$ cat src/sv/i2csbe_pkg.sv
// ----------------------------------------------------------------------------
// I2C slave buffer engine package
// Operation and response codes plus field widths shared by the engine and its testbench.
// ----------------------------------------------------------------------------
package i2csbe_pkg;

  localparam int OP_W    = 4;
  localparam int BYTE_W  = 8;
  localparam int INDEX_W = 7;
  localparam int COUNT_W = 8;
  localparam int RESP_W  = 2;

  localparam int IN_DATA_W  = 24;
  localparam int OUT_DATA_W = 40;

  // Saturation value of the shared transfer pointer.
  localparam logic [INDEX_W-1:0] PTR_MAX = '1;

  typedef enum logic [OP_W-1:0] {
    OP_ADDR_WRITE = 4'd0,
    OP_RX_ACK     = 4'd1,
    OP_RX_NACK    = 4'd2,
    OP_STOP       = 4'd3,
    OP_ADDR_READ  = 4'd4,
    OP_TX_ACK     = 4'd5,
    OP_TX_NACK    = 4'd6,
    OP_LAST_TX    = 4'd7,
    OP_ERROR      = 4'd8,
    OP_HOST_WR    = 4'd9,
    OP_HOST_COUNT = 4'd10,
    OP_HOST_RD    = 4'd11
  } op_t;

  typedef enum logic [RESP_W-1:0] {
    RESP_ACK  = 2'd0,
    RESP_NACK = 2'd1,
    RESP_STOP = 2'd2,
    RESP_NONE = 2'd3
  } resp_t;

endpackage

$ cat src/sv/i2csbe_ram.sv
// ----------------------------------------------------------------------------
// I2C slave buffer engine RAM
// Generic single write port, single read port memory with registered read.
// ----------------------------------------------------------------------------
module i2csbe_ram #(
  parameter int WIDTH = 8,
  parameter int DEPTH = 32,
  localparam int AW = (DEPTH > 1) ? $clog2(DEPTH) : 1
) (
  input  logic             clk,
  input  logic             we,
  input  logic [AW-1:0]    waddr,
  input  logic [WIDTH-1:0] wdata,
  input  logic             re,
  input  logic [AW-1:0]    raddr,
  output logic [WIDTH-1:0] rdata
);

  logic [WIDTH-1:0] mem [DEPTH];

  always_ff @(posedge clk) begin
    if (we) begin
      mem[waddr] <= wdata;
    end
    if (re) begin
      rdata <= mem[raddr];
    end
  end

endmodule

$ cat src/sv/i2c_slave_buffer_engine_top.sv
// ----------------------------------------------------------------------------
// I2C slave buffer engine
// Answers address-matched bus events and host accesses for an I2C slave,
// buffering received bytes and bytes pending to send.
// ----------------------------------------------------------------------------
//
//  Channel   Direction  Handshake                      Contents
//  s_axis    in         s_axis_tvalid / s_axis_tready  tuser op, tdata payload
//  m_axis    out        m_axis_tvalid / m_axis_tready  tdata result
//  cfg       in         cfg_we                         cfg_wdata idle fill byte
//
// One request is accepted per clock cycle while s_axis_tready is high; its
// result passes through the registered read port of the receive and send
// store RAMs, alongside the middle stage, and then the result register.
// All bookkeeping state (pointer, counts, entry valid bits) is updated at the
// accept edge, so requests may follow each other back to back.
// Reset clears the control state and the store valid bits at once; an entry
// that was never written reads as zero. There is no clearing pass, and
// s_axis_tready stays low while reset is asserted.
// A stalled result holds in the output register while one more request sits
// in the middle stage; only then does s_axis_tready drop.
// ----------------------------------------------------------------------------
module i2c_slave_buffer_engine_top #(
  parameter int RECV_DEPTH = 32,
  parameter int SEND_DEPTH = 32
) (
  input  logic                                clk,
  input  logic                                rst,
  // s_axis_tuser: op[3:0]
  // s_axis_tdata: bus_byte[7:0], entry_index[14:8], send_count_value[22:15],
  //               zero fill[23]
  input  logic                                s_axis_tvalid,
  output logic                                s_axis_tready,
  input  logic [i2csbe_pkg::OP_W-1:0]         s_axis_tuser,
  input  logic [i2csbe_pkg::IN_DATA_W-1:0]    s_axis_tdata,
  // m_axis_tdata: line_response[1:0], tx_byte[9:2], received_count[16:10],
  //               pending_send_count[24:17], host_read_data[32:25],
  //               zero fill[39:33]
  output logic                                m_axis_tvalid,
  input  logic                                m_axis_tready,
  output logic [i2csbe_pkg::OUT_DATA_W-1:0]   m_axis_tdata,
  // Idle fill byte register
  input  logic                                cfg_we,
  input  logic [i2csbe_pkg::BYTE_W-1:0]       cfg_wdata
);

  import i2csbe_pkg::*;

  localparam int RAW = (RECV_DEPTH > 1) ? $clog2(RECV_DEPTH) : 1;
  localparam int SAW = (SEND_DEPTH > 1) ? $clog2(SEND_DEPTH) : 1;
  localparam logic [INDEX_W-1:0] RD7    = INDEX_W'(RECV_DEPTH);
  localparam logic [INDEX_W-1:0] RD7_M1 = INDEX_W'(RECV_DEPTH - 1);
  localparam logic [INDEX_W-1:0] SD7    = INDEX_W'(SEND_DEPTH);
  localparam logic [COUNT_W-1:0] SD8    = COUNT_W'(SEND_DEPTH);

  // Request fields.
  op_t                s_op;
  logic [BYTE_W-1:0]  s_byte;
  logic [INDEX_W-1:0] s_index;
  logic [COUNT_W-1:0] s_count;

  assign s_op    = op_t'(s_axis_tuser);
  assign s_byte  = s_axis_tdata[7:0];
  assign s_index = s_axis_tdata[14:8];
  assign s_count = s_axis_tdata[22:15];

  // Architectural state.
  logic [INDEX_W-1:0]    ptr;
  logic [INDEX_W-1:0]    ptr_next;
  logic [INDEX_W-1:0]    rcnt;
  logic [INDEX_W-1:0]    rcnt_next;
  logic [COUNT_W-1:0]    scnt;
  logic [COUNT_W-1:0]    scnt_next;
  logic [BYTE_W-1:0]     fill;
  logic [RECV_DEPTH-1:0] recv_valid;
  logic [SEND_DEPTH-1:0] send_valid;

  // Middle stage: waits for the registered RAM read.
  logic               s1_valid;
  resp_t              s1_resp;
  logic [BYTE_W-1:0]  s1_tx_pre;
  logic               s1_tx_use;
  logic               s1_hrd_use;
  logic [INDEX_W-1:0] s1_rcnt;
  logic [COUNT_W-1:0] s1_scnt;

  // Output register.
  logic                  out_valid;
  logic [OUT_DATA_W-1:0] out_data;

  logic s_accept;
  logic s1_move;

  assign s1_move       = s1_valid && (!out_valid || m_axis_tready);
  assign s_axis_tready = !rst && (!s1_valid || s1_move);
  assign s_accept      = s_axis_tvalid && s_axis_tready;
  assign m_axis_tvalid = out_valid;
  assign m_axis_tdata  = out_data;

  // Store addressing. The receive store is written at the pointer and read by
  // the host index; the send store is the other way around.
  logic [INDEX_W-1:0] ptr_inc;
  logic [INDEX_W-1:0] send_rptr;
  logic [RAW-1:0]     recv_waddr;
  logic [RAW-1:0]     recv_raddr;
  logic [SAW-1:0]     send_waddr;
  logic [SAW-1:0]     send_raddr;
  logic               recv_we;
  logic               send_we;
  logic [BYTE_W-1:0]  recv_rdata;
  logic [BYTE_W-1:0]  send_rdata;
  logic [COUNT_W-1:0] scnt_clamp;

  assign ptr_inc    = (ptr == PTR_MAX) ? ptr : ptr + INDEX_W'(1);
  assign send_rptr  = (s_op == OP_ADDR_READ) ? '0 : ptr;
  assign recv_waddr = ptr[RAW-1:0];
  assign recv_raddr = s_index[RAW-1:0];
  assign send_waddr = s_index[SAW-1:0];
  assign send_raddr = send_rptr[SAW-1:0];
  assign scnt_clamp = (scnt > SD8) ? SD8 : scnt;

  assign recv_we = s_accept && ((s_op == OP_RX_ACK) || (s_op == OP_RX_NACK)) && (ptr < RD7);
  assign send_we = s_accept && (s_op == OP_HOST_WR) && (s_index < SD7);

  // Per-request decision logic; nothing here depends on store contents.
  resp_t             resp;
  logic [BYTE_W-1:0] tx_pre;
  logic              tx_use;
  logic              hrd_use;
  logic              send_hit;

  // A send read returns RAM data only for a written entry inside the store.
  assign send_hit = (send_rptr < SD7) && send_valid[send_raddr];

  always_comb begin
    ptr_next  = ptr;
    rcnt_next = rcnt;
    scnt_next = scnt;
    resp      = RESP_STOP;
    tx_pre    = '0;
    tx_use    = 1'b0;
    hrd_use   = 1'b0;
    case (s_op)
      OP_ADDR_WRITE: begin
        ptr_next  = '0;
        rcnt_next = '0;
        resp      = RESP_ACK;
      end
      OP_RX_ACK: begin
        ptr_next = ptr_inc;
        // Nack ahead of the final free slot.
        resp     = (ptr_inc < RD7_M1) ? RESP_ACK : RESP_NACK;
      end
      OP_RX_NACK: begin
        ptr_next  = ptr_inc;
        rcnt_next = (ptr_inc < RD7) ? ptr_inc : RD7;
        resp      = RESP_ACK;
      end
      OP_STOP: begin
        rcnt_next = (ptr < RD7) ? ptr : RD7;
        resp      = RESP_ACK;
      end
      OP_ADDR_READ: begin
        if (scnt == '0) begin
          // Nothing pending: send the fill byte and nack.
          tx_pre = fill;
          resp   = RESP_NACK;
        end else begin
          scnt_next = scnt_clamp;
          ptr_next  = INDEX_W'(1);
          tx_use    = send_hit;
          resp      = (COUNT_W'(1) < scnt_clamp) ? RESP_ACK : RESP_NACK;
        end
      end
      OP_TX_ACK: begin
        ptr_next = ptr_inc;
        tx_use   = send_hit;
        resp     = ({1'b0, ptr_inc} < scnt) ? RESP_ACK : RESP_NACK;
      end
      OP_TX_NACK, OP_LAST_TX: begin
        scnt_next = '0;
        resp      = RESP_ACK;
      end
      OP_HOST_WR: begin
        resp = RESP_NONE;
      end
      OP_HOST_COUNT: begin
        scnt_next = s_count;
        resp      = RESP_NONE;
      end
      OP_HOST_RD: begin
        hrd_use = (s_index < RD7) && recv_valid[recv_raddr];
        resp    = RESP_NONE;
      end
      default: begin
        resp = RESP_STOP;
      end
    endcase
  end

  i2csbe_ram #(
    .WIDTH (BYTE_W),
    .DEPTH (RECV_DEPTH)
  ) u_recv_ram (
    .clk   (clk),
    .we    (recv_we),
    .waddr (recv_waddr),
    .wdata (s_byte),
    .re    (s_accept),
    .raddr (recv_raddr),
    .rdata (recv_rdata)
  );

  i2csbe_ram #(
    .WIDTH (BYTE_W),
    .DEPTH (SEND_DEPTH)
  ) u_send_ram (
    .clk   (clk),
    .we    (send_we),
    .waddr (send_waddr),
    .wdata (s_byte),
    .re    (s_accept),
    .raddr (send_raddr),
    .rdata (send_rdata)
  );

  // Control state.
  always_ff @(posedge clk) begin
    if (rst) begin
      ptr        <= '0;
      rcnt       <= '0;
      scnt       <= '0;
      fill       <= '1;
      recv_valid <= '0;
      send_valid <= '0;
      s1_valid   <= 1'b0;
      out_valid  <= 1'b0;
    end else begin
      if (cfg_we) begin
        fill <= cfg_wdata;
      end
      if (s_accept) begin
        ptr  <= ptr_next;
        rcnt <= rcnt_next;
        scnt <= scnt_next;
      end
      if (recv_we) begin
        recv_valid[recv_waddr] <= 1'b1;
      end
      if (send_we) begin
        send_valid[send_waddr] <= 1'b1;
      end
      if (s_accept) begin
        s1_valid <= 1'b1;
      end else if (s1_move) begin
        s1_valid <= 1'b0;
      end
      if (s1_move) begin
        out_valid <= 1'b1;
      end else if (m_axis_tready) begin
        out_valid <= 1'b0;
      end
    end
  end

  // Payload registers.
  logic [BYTE_W-1:0] tx_final;
  logic [BYTE_W-1:0] hrd_final;

  assign tx_final  = s1_tx_use ? send_rdata : s1_tx_pre;
  assign hrd_final = s1_hrd_use ? recv_rdata : '0;

  always_ff @(posedge clk) begin
    if (s_accept) begin
      s1_resp    <= resp;
      s1_tx_pre  <= tx_pre;
      s1_tx_use  <= tx_use;
      s1_hrd_use <= hrd_use;
      s1_rcnt    <= rcnt_next;
      s1_scnt    <= scnt_next;
    end
    if (s1_move) begin
      out_data <= {7'd0, hrd_final, s1_scnt, s1_rcnt, tx_final, s1_resp};
    end
  end

  // A host count request leaves exactly its value as the pending count.
  a_host_count: assert property (@(posedge clk) disable iff (rst)
    (s_accept && (s_op == OP_HOST_COUNT)) |=> (scnt == $past(s_count)))
    else $error("pending count not taken from host count request");

  // An address read with data pending leaves a nonzero count within the store.
  a_send_clamp: assert property (@(posedge clk) disable iff (rst)
    (s_accept && (s_op == OP_ADDR_READ) && (scnt != '0))
      |=> ((scnt <= SD8) && (scnt != '0) && (ptr == INDEX_W'(1))))
    else $error("send count not clamped on address read");

  // The recorded receive count never exceeds the store depth.
  a_rcnt_range: assert property (@(posedge clk) disable iff (rst)
    s_accept |=> (rcnt <= RD7) && s1_valid)
    else $error("receive count beyond store depth");

  // A request that cannot leave the middle stage keeps its decision.
  a_s1_hold: assert property (@(posedge clk) disable iff (rst)
    (s1_valid && !s1_move) |=> (s1_valid && $stable(s1_resp) && $stable(s1_tx_use)))
    else $error("middle stage lost a stalled request");

endmodule

$ cat config.mk
export PLATFORM = sky130hd
export DESIGN_NAME = i2c_slave_buffer_engine_top
export DESIGN_NICKNAME = d
export VERILOG_FILES = /design/src/sv/i2csbe_pkg.sv /design/src/sv/i2csbe_ram.sv /design/src/sv/i2c_slave_buffer_engine_top.sv
export SDC_FILE = /design/constraint.sdc
export NUM_CORES = 1
export LEC_CHECK = 0
export CORE_ASPECT_RATIO = 1.1
export CORE_MARGIN = 2
export CORE_UTILIZATION = 60
export DETAILED_ROUTE_END_ITERATION = 8
export DONT_BUFFER_PORTS = 1
export PLACE_DENSITY_LB_ADDON = 0.05
export SLEW_MARGIN = 30
export SYNTH_ARGS = -nofsm -noshare
export SYNTH_HDL_FRONTEND = slang
export SYNTH_SLANG_ARGS = --single-unit
$ cat constraint.sdc
create_clock -name clk -period 4.9 [get_ports clk]
set_clock_uncertainty 0.05 [all_clocks]
set_input_delay 0.98 -clock clk [delete_from_list [all_inputs] [get_ports clk]]
set_output_delay 0.98 -clock clk [all_outputs]
set_load 0.01 [all_outputs]
Word-level counts from Yosys, hierarchy flattened

Memories as Yosys holds them, arrays and structs flattened. A register that Yosys moved wholly into a read port is not among the register bits.
Index checks and enable logic that the tools add are counted.

Muxes and demuxes: 34
Reduce and logical (&&, ||, !) cells: 28
Add/sub/neg operators: 1
Magnitude comparators: 13
Bitwise gates (word level): 2
Equality and inequality tests: 12

Operator list:

| cell                  | number |
|---|---|
| $or A32 B32 Y32       | 2 |
| $pmux W7 S3           | 2 |
| $mux W7               | 5 |
| $lt A7 B6 Y1 const B  | 4 |
| $mux W8               | 3 |
| $pmux W8 S3           | 1 |
| $lt A5 B6 Y1 const B  | 3 |
| $mux W1               | 17 |
| $eq A4 B3 Y1 const B  | 4 |
| $eq A4 B4 Y1 const B  | 3 |
| $logic_and A1 B1 Y1   | 11 |
| $bmux W1 S5           | 2 |
| $demux W1 S5          | 2 |
| $ge A5 B1 Y1 const B  | 2 |
| $pmux W2 S5           | 1 |
| $eq A4 B2 Y1 const B  | 2 |
| $gt A8 B6 Y1 const B  | 1 |
| $logic_not A8 Y1      | 1 |
| $lt A1 B8 Y1 const A  | 1 |
| $lt A7 B8 Y1          | 1 |
| $add A7 B1 Y7 const B | 1 |
| $eq A7 B7 Y1 const B  | 1 |
| $lt A7 B5 Y1 const B  | 1 |
| $reduce_or A3 Y1      | 2 |
| other kinds (12)      | 17 |

Bits of input ports: 41
Bits in registers: 156
RAM bits: 512
Memories: 2
Output and inout port bits: 42
Word-level logic and storage cells: 108

Memory list:

| name           | depth | width | read ports | clocked after Yosys merged registers in | wr ports | line             | source |
|---|---|---|---|---|---|---|---|
| u_recv_ram.mem | 32    | 8     | 1          | 1                                       | 1        | i2csbe_ram.sv:19 | `logic [WIDTH-1:0] mem [DEPTH];` |
| u_send_ram.mem | 32    | 8     | 1          | 1                                       | 1        | i2csbe_ram.sv:19 |  |

Longest topological paths before layout

Depth in word-level cells: 10
Mapped depth: 12
Gate-level depth less buffers: 10

By module

From an unflattened synthesis, not the netlist that was laid out.

Cell total of the unflattened synthesis: 1491
Area total of the unflattened synthesis: 27126.0 um^2

Modules (own cells, without submodules):

| module                      | area an instance (um^2) | instances | seq. area each (um^2) | cells an instance |
|---|---|---|---|---|
| i2csbe_ram                  | 10133.5                 | 2         | 7927.6                | 417 |
| i2c_slave_buffer_engine_top | 6859.1                  | 1         | 3723.6                | 657 |

Least setup slack after synthesis

OpenSTA, ideal clock, no wires.

Path type: input port to flip-flop
Start point: input m_axis_tready
End point: register s1_hrd_use (enable)
Library setup time: 0.425 ns
Buffers on the path: 2
Stages: 5
Slack: 1.475 ns
Data required time: 4.425 ns
Arrival time: 2.950 ns
Path through: nand3b_1 -> nand3_1 -> clkbuf_1 -> inv_1 -> clkbuf_1

Longest elaborated chain between the ends: 5

RTL lines:

| item                 | line                               | source |
|---|---|---|
| start, declared      | i2c_slave_buffer_engine_top.sv:40  | `input logic m_axis_tready,` |
| $logic_or A1 B1 Y1   | i2c_slave_buffer_engine_top.sv:94  | `assign s1_move = s1_valid && (!out_valid \|\| m_axis_tready);` |
| $logic_and A1 B1 Y1  | i2c_slave_buffer_engine_top.sv:94  |  |
| $logic_or A1 B1 Y1   | i2c_slave_buffer_engine_top.sv:95  | `assign s_axis_tready = !rst && (!s1_valid \|\| s1_move);` |
| $logic_and A1 B1 Y1  | i2c_slave_buffer_engine_top.sv:95  |  |
| $logic_and A1 B1 Y1  | i2c_slave_buffer_engine_top.sv:96  | `assign s_accept = s_axis_tvalid && s_axis_tready;` |
| named net s_accept   | i2c_slave_buffer_engine_top.sv:91  | `logic s_accept;` |
| end signal, assigned | i2c_slave_buffer_engine_top.sv:278 | `s1_hrd_use <= hrd_use;` |
| end, declared        | i2c_slave_buffer_engine_top.sv:83  | `logic s1_hrd_use;` |

The timed path passes the listed nets, and every way through them passes these cells.
A chain may end at the register's enable or synchronous reset.

Worst setup path in the final report

Start point: register ptr[1]
End point: register s1_resp[0] (data pin)

Longest elaborated chain between the ends: 5
Elaborated cells between the ends (all ways): 8
Classes of those cells: add/sub: 1; order compare: 2; eq/ne: 1; mux: 4

RTL lines:

| item                                          | line                                                                   | source |
|---|---|---|
| start, declared                               | i2c_slave_buffer_engine_top.sv:68                                      | `logic [INDEX_W-1:0] ptr;` |
| start signal, assigned                        | i2c_slave_buffer_engine_top.sv:243                                     | `ptr <= ptr_next;` |
| $add A7 B1 Y7 or $eq A7 B7 Y1 (tied branches) | i2c_slave_buffer_engine_top.sv:114                                     | `assign ptr_inc = (ptr == PTR_MAX) ? ptr : ptr + INDEX_W'(1);` |
| $mux W7 *                                     | i2c_slave_buffer_engine_top.sv:114                                     |  |
| $lt A7 B8 Y1 or $lt A7 B5 Y1 (tied branches)  | i2c_slave_buffer_engine_top.sv:178, i2c_slave_buffer_engine_top.sv:152 |  |
| $mux W1, on equally long branches             | i2c_slave_buffer_engine_top.sv:178, i2c_slave_buffer_engine_top.sv:152 |  |
| $pmux W2 S5 *                                 | i2c_slave_buffer_engine_top.sv:143                                     | `case (s_op)` |
| named net resp[0]                             | i2c_slave_buffer_engine_top.sv:126                                     | `resp_t resp;` |
| end signal, assigned                          | i2c_slave_buffer_engine_top.sv:275                                     | `s1_resp <= resp;` |
| end, declared                                 | i2c_slave_buffer_engine_top.sv:80                                      | `resp_t s1_resp;` |

The timed path passes the listed nets; every way through them passes the cells marked *.

==> results.md <==
- Status: completed
- Static Leak: ~9.5 nW
- Util after Layout: between 60% and 70%
- Synth warnings: 0
- Max-cap violations: 0
- Synthesis-to-finish area growth: 9.946%
- Final std cells w/o fill: 2305
- Num CTS Buffers: roughly 70
- GRT Residual Overflow: 0
- M1 GR Usage: roughly 37%
- Post-synth EDFFs: about 590
- Core ar.: about 44000 um^2
- Crit Path Category: register to register
- Worst vdd ir: 284.3 uV
- Maximum clock rate: about 280 MHz
- Grt peak-use layer: met2
- Die X: approximately 210 um
- Initial Utilization: roughly three fifths
- Post-synth top flop: edfxtp_1
- CP cell instances: ha_1 -> nand4_1 -> or2_2 -> a21oi_1 -> ha_1 -> a211o_1 -> or2_2 -> o2111ai_1 -> nand3_1
- Yosys cell types: 72
- Initial antenna violation count: 1
- Crit-path max FO: 11
- Post-route DRC violation count: 0
- FFs w/ async S/R, synth: 0%
- Final WL: slightly above 60 mm
- Setup-failing EPs final: 0
- Reg clk slew, reported paths: approximately 0.060 ns
- Design Area, Final: just under 30000 um^2
- Met2 usage: between 40% and 50%
- Hold Path Class: register to register
- I/O pin count: 83
- TritonCTS clock tree: done
- Drt initial violations: 1739
- Largest cells by area after synthesis: edfxtp_1 65%, mux4_2 8.8%, dfxtp_1 7.1%, nor2_1 2.2%, nand2_1 1.6%
- H-tree depth: 3
- Area of the multi-input gates: between 6000 and 7000 um^2
- Hold Crit Depth: 0
- Number of global-route vias before repair: between 10k and 15k
- Share of cells above drive strength 1: around 15%
- Clock Sinks: between 600 and 700
- Pin count of the biggest net entering global routing: 78
- Vias per inst: approximately 6.4
- Share of the synthesized area in the top cell type: between 60% and 70%
- Die Area: 46670 um^2
- Cell accounting for the most synthesized area: edfxtp_1
- Commonest non-fill, non-tap cell in the layout: edfxtp_1
- Max Buffers Root-to-Sink: 3
- First-pass GRT wire length: 90.76 mm
- Unrepaired setup endpoints after global routing: no
- Area of placed instances: roughly 28000 um^2
- Hold Buf Count CTS: 0
- IO buf count: 0
- R2r setup slk: roughly 1.4 ns
- Clock tree root buffer cell: clkbuf_16
- Total power: about 12 mW
- ANT nets after route: 0
- Max-slew headroom: 34.98%
- Worst Max-Slew Pin Slew: 0.9717 ns
- Post-layout minimum cycle time: about 3.5 ns
- Commonest cells after routing, fill and taps aside: 588 x edfxtp_1, 159 x nor2_1, 116 x nand2_1
- Power Density: ~390 nW/um^2
- Post-synthesis sequential area ratio: just over 70%
- Row Count: between 80 and 90
- Cells after Synth: about 1.7k
- GR Util met3: under 10%
- First-pass iteration count of the detailed router: 5
- Startpoint Class: register
- Hold Vio Cnt, Final: 0
- GP Congestion: 0.8426
- Mapped cell area: approximately 27000 um^2
- Die height: between 200 and 250 um
- Routed WL per cell: approximately 27 um
- Setup_tns: 0 ns
- HPWL after DPL: around 36 mm
- Register bit count reported by yosys: approximately 680
- Synthesized area per cell: 16.06 um^2
- Post-route clock period utilization: slightly above 70%
- Final nets: between 1.5k and 2k
- Critical Path Sink Type: register
- Required @ worst endpoint: just over 5 ns
- Arr. time, crit path: approximately 3.8 ns
- Vias after detailed routing: 14.86k
- Total track usage: between 20% and 30%
- Worst Reg-to-Reg Cells: 9
- Register area: 19580 um^2
- # fillers: about 3k
- Slew Limit Fails: 0
- Crit path max-delay cell type: dfxtp_1
- CTS resizes: 0
- Max stage delay on crit path: ~0.64 ns
- Inst Count DP: 2187
- Clk_lat worst skew: around 0.6 ns
- Setup bufs post-CTS: 0
## sequential cells by signal (all words and copies together) (netlist names), 32 cells and up
signal          count
u_recv_ram.mem    256
recv_valid         32
m_axis_tdata       33
send_valid         32
u_send_ram.mem    256
## cell type report
cell class,count,share of cell area [%]
timing repair buffer,27,0.7933
clock buffer,96,6.291
inverter,21,0.2743
antenna,1,0.008439
tap,581,2.451
sequential,684,66.04
clock inverter,21,0.7046
multi-input combinational,874,23.43
## power by group
part / internal, mW / switching (mW)
clock network: 2.86 / 2.08
registers: 6.35 / 0.0237
logic: 0.114 / 0.137
total: 9.33 / 2.24
## path summary, 6_finish.rpt
kind	startpoint	end
hold reg to reg	s1_scnt[6]	m_axis_tdata[23]
hold / removal	s1_scnt[6]	m_axis_tdata[23]
setup reg to reg	ptr[1]	s1_resp[0]
setup / recovery	ptr[1]	s1_resp[0]
## stage by stage
stage          setup slack, ns  hold slack, ns
2_1_floorplan            1.475          0.3503
3_3_place_gp             1.020          0.3545
3_5_place_dp            0.9486          0.3557
4_1_cts                  1.412          0.3700
5_1_grt                  1.168          0.3780
6_report                 1.363          0.3678
## cells by family (layout without fill, tap and decap cells)
group,Yosys count,after routing,share of synthesized area (%)
flip-flops,684,684,72.59
AND/OR/NAND/NOR,432,432,7.617
AO/OA/AOI/OAI,295,295,7.562
multiplexers,131,131,9.788
buffers and inverters,127,165,2.009
adder cells (fa/ha/maj),9,9,0.4175
other,1,8,0.01390
## layer usage
| metal | vias to the layer above | wire, um |
|---|---|---|
| met4 | 2 | 1581 |
| li1 | 6615 | - |
| met5 | - | 13 |
| met2 | 572 | 30310 |
| met3 | 93 | 4009 |
| met1 | 7576 | 25210 |
## synth_stat cells (5+ instances only)
cell type / n
nor3b_1: 5
nor2_1: 161
inv_1: 20
ha_1: 9
buf_2: 15
dfxtp_1: 96
nand4_1: 9
mux2_2: 12
a211oi_1: 34
mux4_2: 105
nand2b_1: 7
and3_1: 45
or4_1: 11
edfxtp_1: 588
clkbuf_1: 72
mux2i_1: 14
nor2b_1: 8
a32o_1: 5
o21ai_0: 47
a21oi_1: 67
o31ai_1: 6
buf_1: 8
nor3_1: 10
and2_1: 11
nor4_1: 7
a22oi_1: 41
a22o_1: 7
o21a_1: 13
buf_4: 8
a311oi_1: 39
nand3_1: 16
nand2_1: 117
## critical path: cells and delay by family (launching register included)
kind	cells	cell delay, ns
fa+ha+maj	2	0.75
simple gates	4	1.06
compound gates	3	0.78
flops	1	0.64
No activity file was read; power rests on OpenSTA's default activity.
